<file path="config.mk">
export PLATFORM = sky130hd
export DESIGN_NAME = clook_disk_request_scheduler
export DESIGN_NICKNAME = d
export VERILOG_FILES = /design/src/rtl/clook_pkg.sv /design/src/rtl/clook_cell.sv /design/src/rtl/clook_disk_request_scheduler.sv
export SDC_FILE = /design/constraint.sdc
export NUM_CORES = 1
export LEC_CHECK = 0
export BUFFER_PORTS_ARGS = -buffer_cell sky130_fd_sc_hd__buf_2
export CORE_ASPECT_RATIO = 0.6
export CORE_UTILIZATION = 55
export CTS_CLUSTER_SIZE = 28
export DETAILED_ROUTE_END_ITERATION = 10
export GPL_TIMING_DRIVEN = 0
export PLACE_DENSITY = 0.74
export SYNTH_ARGS = -nofsm -noshare
export SYNTH_HDL_FRONTEND = slang
export SYNTH_HIERARCHICAL = 1
export SYNTH_SLANG_ARGS = --single-unit
</file>
<file path="constraint.sdc">
create_clock -name i_clk -period 7.4 [get_ports i_clk]
set_clock_uncertainty 0.15 [all_clocks]
set_input_delay 1.48 -clock i_clk [delete_from_list [all_inputs] [get_ports i_clk]]
set_output_delay 1.48 -clock i_clk [all_outputs]
set_load 0.05 [all_outputs]
</file>
<file path="src/rtl/clook_pkg.sv">
`default_nettype none

package clook_pkg;

    localparam int MAX_REQ = 16;
    localparam int CNT_W   = $clog2(MAX_REQ + 1);
    localparam int TRACK_W = 16;
    localparam int SEEK_W  = 22;

    typedef enum logic [1:0] {
        OP_HOLD   = 2'd0,
        OP_INSERT = 2'd1,
        OP_ROTATE = 2'd2,
        OP_SHIFT  = 2'd3
    } t_cell_op;

    typedef struct packed {
        logic [TRACK_W-1:0] track;
        logic               valid;
        logic               le;
    } t_link;

endpackage

`default_nettype wire

</file>
<file path="src/rtl/clook_cell.sv">
`default_nettype none

module clook_cell (
    input  wire                                i_clk,
    input  wire                                i_rst_n,
    input  wire  clook_pkg::t_cell_op          i_op,
    input  wire  [clook_pkg::TRACK_W-1:0]      i_new_track,
    input  wire  [clook_pkg::TRACK_W-1:0]      i_head_track,
    input  wire  clook_pkg::t_link             i_left,
    input  wire  clook_pkg::t_link             i_right,
    output clook_pkg::t_link                   o_link
);

    logic [clook_pkg::TRACK_W-1:0] r_track;
    logic [clook_pkg::TRACK_W-1:0] n_track;
    logic                          r_valid;
    logic                          n_valid;
    logic                          w_gt;

    assign w_gt         = !r_valid || (r_track > i_new_track);
    assign o_link.track = r_track;
    assign o_link.valid = r_valid;
    assign o_link.le    = r_valid && (r_track <= i_new_track);

    always_comb begin
        n_track = r_track;
        n_valid = r_valid;
        unique case (i_op)
            clook_pkg::OP_HOLD: begin
            end
            clook_pkg::OP_INSERT: begin
                if (w_gt) begin
                    if (i_left.le) begin
                        n_track = i_new_track;
                        n_valid = 1'b1;
                    end else begin
                        n_track = i_left.track;
                        n_valid = i_left.valid;
                    end
                end
            end
            clook_pkg::OP_ROTATE: begin
                n_track = i_right.valid ? i_right.track : i_head_track;
            end
            clook_pkg::OP_SHIFT: begin
                n_track = i_right.track;
                n_valid = i_right.valid;
            end
            default: begin
            end
        endcase
    end

    always_ff @(posedge i_clk) begin
        r_track <= n_track;
        if (!i_rst_n) begin
            r_valid <= 1'b0;
        end else begin
            r_valid <= n_valid;
        end
    end

endmodule

`default_nettype wire

</file>
<file path="src/rtl/clook_disk_request_scheduler.sv">
// Channel   Direction  Handshake                      Payload
// request   in         i_in_valid / o_in_ready        i_request_track, i_batch_last
// result    out        o_out_valid / i_out_ready      o_served_track, o_seek_total,
//                                                     o_nothing_served, o_order_end
// config    in         i_cfg_we                       i_cfg_wdata (start head)
//
// Each request beat is inserted into a sorted chain of cells while a cell is free;
// beats that find the chain full are dropped. After the closing beat, the chain moves
// each request below the head to its end and drops each one equal to the head, then
// gives one result beat per cycle through cell zero while the result is not stalled.
// Reset is synchronous and active low; it empties the chain and the output.
// A stalled result holds the output register and the chain; requests are taken
// again once the final result of the batch is in the output register.
`default_nettype none

module clook_disk_request_scheduler (
    input  wire                               i_clk,
    input  wire                               i_rst_n,
    input  wire                               i_in_valid,
    output logic                              o_in_ready,
    input  wire  [clook_pkg::TRACK_W-1:0]     i_request_track,
    input  wire                               i_batch_last,
    output logic                              o_out_valid,
    input  wire                               i_out_ready,
    output logic [clook_pkg::TRACK_W-1:0]     o_served_track,
    output logic [clook_pkg::SEEK_W-1:0]      o_seek_total,
    output logic                              o_nothing_served,
    output logic                              o_order_end,
    input  wire                               i_cfg_we,
    input  wire  [clook_pkg::TRACK_W-1:0]     i_cfg_wdata
);

    typedef enum logic [2:0] {
        S_LOAD = 3'b001,
        S_ROT  = 3'b010,
        S_EMIT = 3'b100
    } t_state;

    localparam clook_pkg::t_link TIE_LEFT  = '{track: '0, valid: 1'b0, le: 1'b1};
    localparam clook_pkg::t_link TIE_RIGHT = '{track: '0, valid: 1'b0, le: 1'b0};

    t_state                           r_state;
    t_state                           n_state;
    logic [clook_pkg::TRACK_W-1:0]    r_start_head;
    logic [clook_pkg::TRACK_W-1:0]    r_head_now;
    logic [clook_pkg::TRACK_W-1:0]    n_head_now;
    logic [clook_pkg::SEEK_W-1:0]     r_seek;
    logic [clook_pkg::SEEK_W-1:0]     n_seek;
    logic [clook_pkg::CNT_W-1:0]      r_count;
    logic [clook_pkg::CNT_W-1:0]      n_count;
    logic                             r_out_valid;
    logic                             n_out_valid;
    logic [clook_pkg::TRACK_W-1:0]    r_out_track;
    logic [clook_pkg::TRACK_W-1:0]    n_out_track;
    logic [clook_pkg::SEEK_W-1:0]     r_out_seek;
    logic [clook_pkg::SEEK_W-1:0]     n_out_seek;
    logic                             r_out_none;
    logic                             n_out_none;
    logic                             r_out_end;
    logic                             n_out_end;

    clook_pkg::t_cell_op              w_op;
    clook_pkg::t_link                 w_link [clook_pkg::MAX_REQ];
    logic [clook_pkg::MAX_REQ-1:0]    w_valid;
    logic                             w_accept;
    logic                             w_room;
    logic                             w_out_free;
    logic [clook_pkg::TRACK_W-1:0]    w_dist;
    logic [clook_pkg::TRACK_W-1:0]    w_track0;
    logic                             w_valid0;
    logic                             w_valid1;

    assign o_in_ready       = (r_state == S_LOAD);
    assign w_accept         = i_in_valid && o_in_ready;
    assign w_room           = (r_count < clook_pkg::CNT_W'(clook_pkg::MAX_REQ));
    assign w_out_free       = !r_out_valid || i_out_ready;
    assign w_track0         = w_link[0].track;
    assign w_valid0         = w_link[0].valid;
    assign w_valid1         = w_link[1].valid;
    assign w_dist           = (w_track0 > r_head_now) ? (w_track0 - r_head_now)
                                                      : (r_head_now - w_track0);
    assign o_out_valid      = r_out_valid;
    assign o_served_track   = r_out_track;
    assign o_seek_total     = r_out_seek;
    assign o_nothing_served = r_out_none;
    assign o_order_end      = r_out_end;

    genvar g;
    generate
        for (g = 0; g < clook_pkg::MAX_REQ; g++) begin : g_cell
            clook_pkg::t_link w_left;
            clook_pkg::t_link w_right;
            if (g == 0) begin : g_first
                assign w_left = TIE_LEFT;
            end else begin : g_mid_l
                assign w_left = w_link[g-1];
            end
            if (g == clook_pkg::MAX_REQ - 1) begin : g_last
                assign w_right = TIE_RIGHT;
            end else begin : g_mid_r
                assign w_right = w_link[g+1];
            end
            assign w_valid[g] = w_link[g].valid;
            clook_cell u_cell (
                .i_clk        (i_clk),
                .i_rst_n      (i_rst_n),
                .i_op         (w_op),
                .i_new_track  (i_request_track),
                .i_head_track (w_track0),
                .i_left       (w_left),
                .i_right      (w_right),
                .o_link       (w_link[g])
            );
        end
    endgenerate

    always_comb begin
        n_state     = r_state;
        n_head_now  = r_head_now;
        n_seek      = r_seek;
        n_count     = r_count;
        n_out_valid = r_out_valid && !i_out_ready;
        n_out_track = r_out_track;
        n_out_seek  = r_out_seek;
        n_out_none  = r_out_none;
        n_out_end   = r_out_end;
        w_op        = clook_pkg::OP_HOLD;
        unique case (r_state)
            S_LOAD: begin
                if (w_accept) begin
                    if (w_room) begin
                        w_op    = clook_pkg::OP_INSERT;
                        n_count = r_count + 1'b1;
                    end
                    if (i_batch_last) begin
                        n_state    = S_ROT;
                        n_head_now = r_start_head;
                        n_seek     = '0;
                    end
                end
            end
            S_ROT: begin
                if ((r_count != '0) && w_valid0 && (w_track0 <= r_head_now)) begin
                    w_op    = (w_track0 < r_head_now) ? clook_pkg::OP_ROTATE
                                                      : clook_pkg::OP_SHIFT;
                    n_count = r_count - 1'b1;
                end else begin
                    n_count = '0;
                    n_state = S_EMIT;
                end
            end
            S_EMIT: begin
                if (w_out_free) begin
                    n_out_valid = 1'b1;
                    if (w_valid0) begin
                        w_op        = clook_pkg::OP_SHIFT;
                        n_seek      = r_seek + clook_pkg::SEEK_W'(w_dist);
                        n_head_now  = w_track0;
                        n_out_track = w_track0;
                        n_out_seek  = r_seek + clook_pkg::SEEK_W'(w_dist);
                        n_out_none  = 1'b0;
                        n_out_end   = !w_valid1;
                        if (!w_valid1) begin
                            n_state = S_LOAD;
                        end
                    end else begin
                        n_out_track = r_head_now;
                        n_out_seek  = '0;
                        n_out_none  = 1'b1;
                        n_out_end   = 1'b1;
                        n_state     = S_LOAD;
                    end
                end
            end
            default: begin
                n_state = S_LOAD;
            end
        endcase
    end

    always_ff @(posedge i_clk) begin
        r_out_track <= n_out_track;
        r_out_seek  <= n_out_seek;
        r_out_none  <= n_out_none;
        r_out_end   <= n_out_end;
        if (!i_rst_n) begin
            r_state      <= S_LOAD;
            r_start_head <= '0;
            r_head_now   <= '0;
            r_seek       <= '0;
            r_count      <= '0;
            r_out_valid  <= 1'b0;
        end else begin
            r_state     <= n_state;
            r_head_now  <= n_head_now;
            r_seek      <= n_seek;
            r_count     <= n_count;
            r_out_valid <= n_out_valid;
            if (i_cfg_we) begin
                r_start_head <= i_cfg_wdata;
            end
        end
    end

    // Occupied cells always form an unbroken run starting at cell zero.
    a_chain_packed: assert property (@(posedge i_clk) disable iff (!i_rst_n)
        ((w_valid >> 1) & ~w_valid) == '0)
        else $error("chain holds a gap");

    a_empty_is_end: assert property (@(posedge i_clk) disable iff (!i_rst_n)
        (o_out_valid && o_nothing_served) |-> (o_order_end && (o_seek_total == '0)))
        else $error("empty result not flagged as final");

    a_close_starts: assert property (@(posedge i_clk) disable iff (!i_rst_n)
        (w_accept && i_batch_last) |=> (r_state == S_ROT) && (r_seek == '0))
        else $error("closing beat did not start the drain");

    a_load_empty: assert property (@(posedge i_clk) disable iff (!i_rst_n)
        (r_state == S_EMIT && n_state == S_LOAD) |=> !w_valid0)
        else $error("chain not drained at end of batch");

endmodule

`default_nettype wire
</file>
==> reports/qor.csv <==
stage;metric;value;unit
route;drtIter0Drc;3748;
setup_path;crit_arrival;6.80;ns
cells_and_area;final_net_count;3763;
clock_network;clock_latency;0.57;ns
cells_and_area;mostFrequentLayoutCell;a21oi_1;
setup_path;start_kind;flop;
floorplanning;core_area;54920;sq um
floorplanning;die_x;308.5;microns
setup_path;critPathKind;flop to flop;
sta;setup_viol;0;
placed_design;gp_congestion;1.023;
cells_and_area;drive_above_1_share;10.59;%
floorplanning;ios;80;
power;peakVddDrop;0.0002128;V
sta;worst_slack;0.8670;ns
clock_network;numClockSinks;375;
setup_path;crit_family;compound AO/OA/AOI/OAI gates;
placed_design;place_hpwl;76480;microns
setup_path;crit_path_max_incr_delay;1.33;ns
clock_network;cts_setup_buffers;0;
clock_network;clk_pin_slew;0.07;ns
global_route;antenna_found_initial;1;
cells_and_area;final_cell_mix;418 x a21oi_1, 347 x nor2b_1, 306 x inv_1, 306 x ha_1, 300 x mux2i_1;
synth;syn-instance-count;3250;
setup_path;crit_path_top_delay_cell;edfxtp_1;
clock_network;holdBufCountCts;0;
global_route;grt_pass1_vias;26420;
route;drc_errors;0;
synth;syn_area;31000;sq um
route;firstDrtPassIters;6;
cells_and_area;final_area;33820;sq um
route;wirelength;103600;microns
floorplanning;dieArea;57340;sq um
synth;yosys_warnings;6;
setup_path;required;7.66;ns
sta;fin_tns_setup;0;ns
cells_and_area;register_area;10470;sq um
route;num_vias;27450;
route;ant_nets;0;
sta;min_period;6.533;ns
clock_network;cts_tree;done;
setup_path;endpoint_kind;flop;
status;violations;max-capacitance violations, max-slew violations;
global_route;grt_use_total;35.72;%
sta;slew_viol_final;66;
power;power.density;478.9;nW/um^2
global_route;overflow;0;
clock_network;cts_buffers;39;
placed_design;port_buffers;78;
route;routedWlPerCell;24.69;microns
setup_path;worst-path-buf-inv;3;
floorplanning;die_h;185.9;microns
power;p_leak;14.61;nW
cells_and_area;syn_to_final_growth;9.114;%
cells_and_area;nFillCells;4564;
floorplanning;num_rows;66;
sta;maxSlewHeadroom;-1.286;%
placed_design;post-place-ws;1.295;ns
sta;tightest_slew;1.519;ns
setup_path;crit_chain;ha_1, buf_4, a21oi_1, o21ai_1, a21oi_2, a21oi_4, buf_6, o41ai_1, xnor2_1, ha_1, clkbuf_1, nand3_1, o2111ai_2, nand2_1, or3_1, a21oi_1;
cells_and_area;fin_util;61.59;%
synth;avgSynthCellArea;9.538;sq um
placed_design;placed_area;32560;sq um
global_route;grt_max_degree;33;
global_route;grt_pass1_wl;155800;microns
clock_network;root_buffer;clkbuf_16;
clock_network;htree_levels;2;
floorplanning;start_util;56.45;%
job;max_cap_violations;3;
sta;max_freq;153.1;MHz
sta;hold_violations;0;
cells_and_area;multi_input_area;18390;sq um
route;vias_per_cell;6.543;
min_path;min_path_type;flop to flop;
sta;rsz0062_at_grt;no;
power;power.total;16.20;mW
sta;period_share;88.28;%
clock_network;clk_path_buf_depth;3;
setup_path;cp_max_fo;21;
clock_network;ctsResizeCount;0;
status;status;finished with violations;
-- state kept, by name, summed over array words and instances (netlist names), 3 cells and up --
register,flops
o_served_track,16
r_seek,22
r_start_head,16
g_cell.u_cell/r_track,256
o_seek_total,22
r_state,3
r_count,5
g_cell.u_cell/r_valid,16
r_head_now,16
-- layer usage --
metal | GRT usage (%) | wire [microns] | share of wire, %
met1 | 53.33 | 45970 | 44
met2 | 48.64 | 39780 | 38
met3 | 12.07 | 15630 | 15
met4 | 8.259 | 2204 | 2.1
met5 | 0 | 0 | 0
-- final timing paths --
path	startpoint	endpoint	slack, ns	cells past startpoint
worst min-delay path	r_seek[14]	r_seek[14]	0.33	2
worst min register to register	r_seek[14]	r_seek[14]	0.33	2
worst max-delay path	g_cell[0].u_cell/r_track[11]	o_seek_total[18]	0.87	16
worst max register to register	g_cell[0].u_cell/r_track[11]	o_seek_total[18]	0.87	16
-- layout make-up --
cell class | instances | share of cell area [%]
repair buffers | 86 | 1.402
flip-flops and latches | 375 | 30.95
clock buffers | 50 | 3.159
diodes | 1 | 0.007398
clock inverters | 21 | 0.5623
plain buffers | 180 | 3.388
well taps | 748 | 2.767
multi-input cells | 2428 | 54.36
inverters | 306 | 3.396
-- stage by stage --
step | cells | hold slack [ns]
2_1_floorplan | 3289 | 0.2800
3_3_place_gp | 4115 | 0.3039
5_1_grt | 4194 | 0.3418
6_report | 4195 | 0.3303
3_5_place_dp | 4123 | 0.3133
4_1_cts | 4194 | 0.3277
-- where the power goes --
part | switching (mW) | leakage (nW) | internal [mW] | total [mW]
registers | 1.38 | 3.46 | 3.80 | 5.18
logic | 5.41 | 10.5 | 3.57 | 8.98
clock network | 0.914 | 0.620 | 1.13 | 2.04
-- worst min-delay path, cell delays in order (launching register included) --
cell and delay, ns:
dfxtp_1 0.34, nand2_1 0.05, o21ai_0 0.06
Power figures use the tool's default switching activity.
